`src/rtl/eul_pkg.sv`:
```
package eul_pkg;

  localparam int ANGLE_FRAC_BITS = 13;
  localparam int OUT_FRAC_BITS   = 14;
  localparam int STEPS           = 30;
  localparam int XW              = 34;
  localparam int ZW              = 35;
  localparam int PW              = 2 * XW;
  localparam int LATENCY         = STEPS + 4;
  localparam int OUT_LIM         = (OUT_FRAC_BITS >= 15) ? 32767 : (1 << OUT_FRAC_BITS);

  localparam logic signed [ZW-1:0] PI_Q30      = ZW'(64'sd3373259426);
  localparam logic signed [ZW-1:0] HALF_PI_Q30 = ZW'(64'sd1686629713);
  localparam logic signed [ZW-1:0] TWO_PI_Q30  = ZW'(64'sd6746518852);
  localparam logic signed [XW-1:0] K_Q30       = XW'(64'sd652032874);

  typedef struct packed {
    logic signed [XW-1:0] x;
    logic signed [XW-1:0] y;
    logic signed [ZW-1:0] z;
    logic                 neg;
  } lane_t;

  function automatic longint atan_q30(int i);
    longint r;
    case (i)
      0:       r = 64'sd843314857;
      1:       r = 64'sd497837829;
      2:       r = 64'sd263043837;
      3:       r = 64'sd133525159;
      4:       r = 64'sd67021687;
      5:       r = 64'sd33543516;
      6:       r = 64'sd16775851;
      7:       r = 64'sd8388437;
      8:       r = 64'sd4194283;
      9:       r = 64'sd2097149;
      10:      r = 64'sd1048576;
      default: r = 64'sd1 <<< (30 - i);
    endcase
    return r;
  endfunction

endpackage

```
`src/rtl/eul_prep.sv`:
```
module eul_prep (
  input  logic                  clk_i,
  input  logic                  rst_ni,
  input  logic                  valid_i,
  input  logic signed [15:0]    angle_i [3],
  output logic                  valid_o,
  output eul_pkg::lane_t [2:0]  lane_o
);

  localparam int SH = 30 - eul_pkg::ANGLE_FRAC_BITS;

  eul_pkg::lane_t [2:0] lane_d, lane_q;
  logic                 valid_q;

  always_comb begin
    for (int j = 0; j < 3; j++) begin
      logic signed [eul_pkg::ZW-1:0] z;
      logic                          neg;
      z = eul_pkg::ZW'(angle_i[j]) <<< SH;
      if (z > eul_pkg::PI_Q30) begin
        z = z - eul_pkg::TWO_PI_Q30;
      end
      if (z < -eul_pkg::PI_Q30) begin
        z = z + eul_pkg::TWO_PI_Q30;
      end
      neg = 1'b0;
      if (z > eul_pkg::HALF_PI_Q30) begin
        z   = z - eul_pkg::PI_Q30;
        neg = 1'b1;
      end else if (z < -eul_pkg::HALF_PI_Q30) begin
        z   = z + eul_pkg::PI_Q30;
        neg = 1'b1;
      end
      lane_d[j].x   = eul_pkg::K_Q30;
      lane_d[j].y   = '0;
      lane_d[j].z   = z;
      lane_d[j].neg = neg;
    end
  end

  always_ff @(posedge clk_i or negedge rst_ni) begin
    if (!rst_ni) begin
      valid_q <= 1'b0;
    end else begin
      valid_q <= valid_i;
    end
  end

  always_ff @(posedge clk_i) begin
    lane_q <= lane_d;
  end

  assign valid_o = valid_q;
  assign lane_o  = lane_q;

endmodule

```
`config.mk`:
```
export PLATFORM = sky130hd
export DESIGN_NAME = eul_prep
export DESIGN_NICKNAME = d
export VERILOG_FILES = /design/src/rtl/eul_pkg.sv /design/src/rtl/eul_prep.sv
export SDC_FILE = /design/constraint.sdc
export NUM_CORES = 1
export LEC_CHECK = 0
export BUFFER_PORTS_ARGS = -buffer_cell sky130_fd_sc_hd__buf_2
export CELL_PAD_IN_SITES_DETAIL_PLACEMENT = 1
export CELL_PAD_IN_SITES_GLOBAL_PLACEMENT = 1
export CORE_MARGIN = 10
export CORE_UTILIZATION = 40
export DETAILED_ROUTE_END_ITERATION = 10
export GPL_ROUTABILITY_DRIVEN = 1
export MAX_ROUTING_LAYER = met4
export PLACE_DENSITY = 0.95
export SYNTH_ARGS = -nofsm -noshare
export SYNTH_HDL_FRONTEND = slang
export SYNTH_SLANG_ARGS = --single-unit
export TNS_END_PERCENT = 1
```
`constraint.sdc`:
```
create_clock -name clk_i -period 0.98 [get_ports clk_i]
set_clock_uncertainty 0.05 [all_clocks]
set_input_delay 0.098 -clock clk_i [delete_from_list [all_inputs] [get_ports clk_i]]
set_output_delay 0.098 -clock clk_i [all_outputs]
set_load 0.005 [all_outputs]
```
==> flow_summary.yaml, run 1 <==
cts:
  clock-root-buffer: "clkbuf_16"
  cts-htree-levels: 3
  cts_made_buffers: 9
  clockBufferDepth: 2
  clock_sinks: 85
run_status:
  error: "[ERROR GRT-0232] Routing congestion too high. Check the congestion heatmap in the GUI."
  haltStage: "global routing (5_1_grt)"
  status: "stopped before the end"
sta:
  worstEpCategory: "register input"
  worstEndpointGrtRepair: "lane_o[138]$_DFF_P_/D"
logic_synthesis:
  synth_seq_area_share_pct: 15.6
  synth_enable_flop_cells: 0
  synthCells: 1475
  synth-warning-count: 0
  synth-main-ff-cell: "dfxtp_1"
  netlist_area_um2: 10900
  async_flop_share_pct: 1.18
  synth-seq-cells: 85
  synth_cell_types: 113
  avgSynthCellArea_um2: 7.42
grt:
  grt_use_total_pct: 71.7
  grt_max_degree: 26
  overflow: 91
floorplanning:
  dieWidth_um: 185
  die_h_um: 185
  ioPinCount: 364
  start_util_pct: 40.6
  rows: 60
placement:
  hpwlAfterDp_um: 45100
  place_area_um2: 14700
  gp_congestion: 1.02
  numPortBuffers: 156
## logic make-up after synthesis
logic type                 count (synthesis)  share of synthesized area [%]
AOI/OAI and AO/OA                        410                           27.4
xor gates and xnor gates                 145                           11.7
adders and majority gates                 25                           2.84
buffers and inverters                    346                           20.5
DFF                                       85                           15.6
muxes                                     16                           1.52
other                                      2                         0.0686
and+or+nand+nor                          446                           20.3
## cells in the mapped netlist (all sizes together) (8+ instances only)
master   count  area share, %
o2111ai     10           0.86
nand2      135            4.7
nand4        9           0.51
nor3b        9           0.62
nand3       35            1.6
ha          24            2.7
o211a        9           0.82
nor2b        8           0.46
or3         14           0.85
a211oi      26            2.1
mux2i       14            1.3
o211ai      21            1.5
o21ai       75            3.5
nor4        14            1.1
o22ai       24            1.4
xnor2      100            8.1
dfxtp       84             15
a21o        15            1.0
buf        271             18
inv         43            1.5
or2         15           0.86
a21oi       61            2.9
nand2b      18            1.0
xor2        45            3.7
a21boi       9           0.62
nor2       107            3.7
o21a        10           0.69
nor3        39            1.8
clkbuf      29            1.0
a211o       14            1.1
a31oi       30            1.8
and2        14           0.82
o32ai       14            1.2
## layer usage
layer  track usage (%)  GRT overflow
met1              68.0             1
met2              83.5            47
met3              63.0             5
met4              70.0            38
met5                 -             -
## timing repair
item	4_1_cts
hold buffers	3
buffers inserted	45
endpoints found under the hold margin	2
resized for setup	233
setup endpoints to repair	116
pin swaps	93
cloned	2
## through the flow
step / std cells / worst slack, ps / util (%) / hold slack [ps] / TNS [ps]
floorplan: 1680 / -4430 / - / -248 / -348010
global placement: 2367 / -4400 / 54.4 / -178 / -337760
detailed placement: 2367 / -4990 / 54.4 / -177 / -376750
CTS: 2433 / -3880 / 60.5 / 205 / -309690
==> run 2: changes to the inputs <==
==> config.mk (replaced) <==
export PLATFORM = sky130hd
export DESIGN_NAME = eul_prep
export DESIGN_NICKNAME = d
export VERILOG_FILES = /design/src/rtl/eul_pkg.sv /design/src/rtl/eul_prep.sv
export SDC_FILE = /design/constraint.sdc
export NUM_CORES = 1
export LEC_CHECK = 0
export BUFFER_PORTS_ARGS = -buffer_cell sky130_fd_sc_hd__buf_2
export CORE_MARGIN = 10
export CORE_UTILIZATION = 35
export DETAILED_ROUTE_END_ITERATION = 10
export GPL_ROUTABILITY_DRIVEN = 1
export PLACE_DENSITY_LB_ADDON = 0.15
export SYNTH_ARGS = -nofsm -noshare
export SYNTH_HDL_FRONTEND = slang
export SYNTH_SLANG_ARGS = --single-unit
export TNS_END_PERCENT = 1
==> flow_summary.yaml, run 2 <==
logic_synthesis:
  synth-seq-cells: 85
  avgSynthCellArea_um2: 7.42
  netlist_area_um2: 10900
  synthCells: 1475
  ys_top_cells_by_count: "buf_4 (231), nand2_1 (132), nor2_1 (106)"
  synth.most_common_cell: "buf_4"
  synth_area_leader_cell: "buf_4"
  synthTopCellsByArea: "buf_4 (16%), dfxtp_1 (15%), xnor2_1 (7.9%)"
  synth_cell_types: 113
  synth_top_area_share_pct: 15.8
  synth-main-ff-cell: "dfxtp_1"
  synth-warning-count: 0
  synth_seq_area_share_pct: 15.6
  synth_enable_flop_cells: 0
  async_flop_share_pct: 1.18
routing:
  num_vias: 12346
  ant_nets: 0
  drc: 0
  drt_iter0_markers: 648
  routedWlPerCell_um: 16.5
  wl_um: 41500
  viasPerCell: 4.89
  drt-pass1-iter-count: 5
worst_setup_path:
  cp-end-kind: "flip-flop"
  required_ps: 1170
  cp_max_fo: 7
  worstPathArrival_ps: 4890
  critPathKind: "in -> reg"
  startpoint_type: "input pin"
sta:
  max_freq_mhz: 213
  rsz0062_at_grt: "yes"
  tns_ps: -284800
  slew_viol_final: 0
  finalCritPeriodShare_pct: 479
  min_period_ps: 4700
  tightestPinTransition_ps: 495
  slew_headroom_pct: 66.8
  setup_violations: 96
  setup_slack_ps: -3720
  hold_violations: 0
cells_and_area:
  layout-drive-gt1-share_pct: 46.0
  layout.cells.non_filler: 2523
  final.fill_count: 2982
  nets: 2197
  layout_common_cells: "buf_4 (534), conb_1 (207), buf_2 (132)"
  area_growth_pct: 55.2
  diodes: 0
  final_common_cell: "buf_4"
  utilization_pct: 55.2
  largest_reg_flops: 84
placement:
  gp_congestion: 0.916
  numPortBuffers: 156
  hpwlAfterDp_um: 33800
  place_worst_setup_slack_ps: -4480
  dp_cells: 2453
floorplanning:
  die-area_um2: 38700
  coreArea_um2: 30700
  rows: 64
  start_util_pct: 35.6
  ioPinCount: 364
  die_h_um: 197
  dieWidth_um: 197
pwr:
  total_power_mw: 30.1
  power_density_nw_per_um2: 1770
  ir_worst_vdd_mv: 0.809
  leakage_nw: 7.84
cts:
  clockBufferDepth: 2
  clk_pin_slew_worst_paths_ps: 60
  cts_made_buffers: 9
  clock_sinks: 85
  cts-htree-levels: 3
  cts_tree: "done"
  clock-root-buffer: "clkbuf_16"
run_status:
  violations: "negative setup slack"
  status: "finished, violations left"
job:
  cap_violations: 0
grt:
  grt_pass1_vias: 12538
  overflow: 0
  grt_max_degree: 26
  grt_use_total_pct: 20.3
  grt_pass1_wl_um: 65600
  antenna_found_initial: 0
worst_hold_path:
  hp-class: "in -> reg"
  hold_depth: 3
  holdCritStartpoint: "angle_i[33]"
  holdPathEnd: "lane_o[19]$_DFF_P_"
## run 2: cell counts after synthesis
No cell type changed its count.
## run 2: logic make-up after synthesis
group	share of synthesized area, %
and+or+nand+nor	20.3
AOI/OAI and AO/OA	27.4
buffers and inverters	20.5
xor gates and xnor gates	11.7
DFF	15.6
adders and majority gates	2.84
muxes	1.52
other	0.0686
## run 2: worst max-delay path by stage
stage	startpoint	to	slack, ps	cells after the start
floorplan	angle_i[21]	lane_o[134]$_DFF_P_	-4430	31
global route	angle_i[37]	lane_o[34]$_DFF_P_	-3910	26
detailed placement	angle_i[37]	lane_o[27]$_DFF_P_	-4480	26
finish	angle_i[37]	lane_o[34]$_DFF_P_	-3720	26
global placement	angle_i[37]	lane_o[27]$_DFF_P_	-4360	25
CTS	angle_i[37]	lane_o[34]$_DFF_P_	-3630	25
## run 2: area by class of cell
cell class,count,area [um2],share of cell area [%]
Timing Repair inverter,1,7.51,0.0442
Clock inverter,7,80.1,0.471
Clock buffer,9,225,1.33
Sequential cell,85,1750,10.3
Multi-Input combinational cell,1249,8820,51.9
Inverter,46,195,1.15
Timing Repair Buffer,730,5420,31.9
Tap cell,396,495,2.92
## run 2: per-stage QoR
stage | hold slack (ps) | instance area (um2)
after detailed placement | -175 | 15000
final | 141 | 17000
after floorplan | -248 | 12000
after global placement | -177 | 15000
after global routing | 142 | 17000
after CTS | 123 | 16600
## run 2: repair_timing
action                                 CTS  global route
endpoints found under the hold margin    2             0
hold buffers                             3             0
setup endpoints to repair              119           124
setup buffers                           49             1
resized for setup                      213            83
cloned                                   3             0
pin swaps                               87            32
## run 2: worst max-delay path, cell delays in order
cell	delay [ps]
buf_2	110
inv_2	50
ha_4	110
or3b_4	360
a211o_1	260
a211o_1	250
a31oi_1	160
ha_1	320
buf_6	160
o211ai_1	90
o211ai_1	190
xor2_1	220
o211ai_1	270
o211a_4	290
inv_6	60
buf_6	120
buf_12	120
buf_4	150
o21ai_1	150
a211o_1	190
a41oi_2	150
and2_4	190
o311a_4	350
o32ai_2	230
a211oi_2	110
xnor2_1	130
## run 2: report_power, final
| group | internal [mW] | total [mW] | switching, mW | leakage, nW |
|---|---|---|---|---|
| sequential | 5.26 | 5.94 | 0.674 | 0.721 |
| combinational | 10.4 | 20.4 | 9.97 | 6.98 |
| clock | 2.02 | 3.76 | 1.75 | 0.148 |
## run 2: per-layer routing
| layer | up-vias | routed length [um] | GRT usage [%] | part of all wire [%] |
|---|---|---|---|---|
| li1 | 6152 | - | - | - |
| met1 | 5813 | 18300 | 25.3 | 44 |
| met2 | 338 | 20800 | 36.0 | 50 |
| met3 | 43 | 1710 | 2.28 | 4.1 |
| met4 | 0 | 756 | 5.58 | 1.8 |
| met5 | - | 0 | 0 | 0 |
No activity file was read; power rests on OpenSTA's default activity.
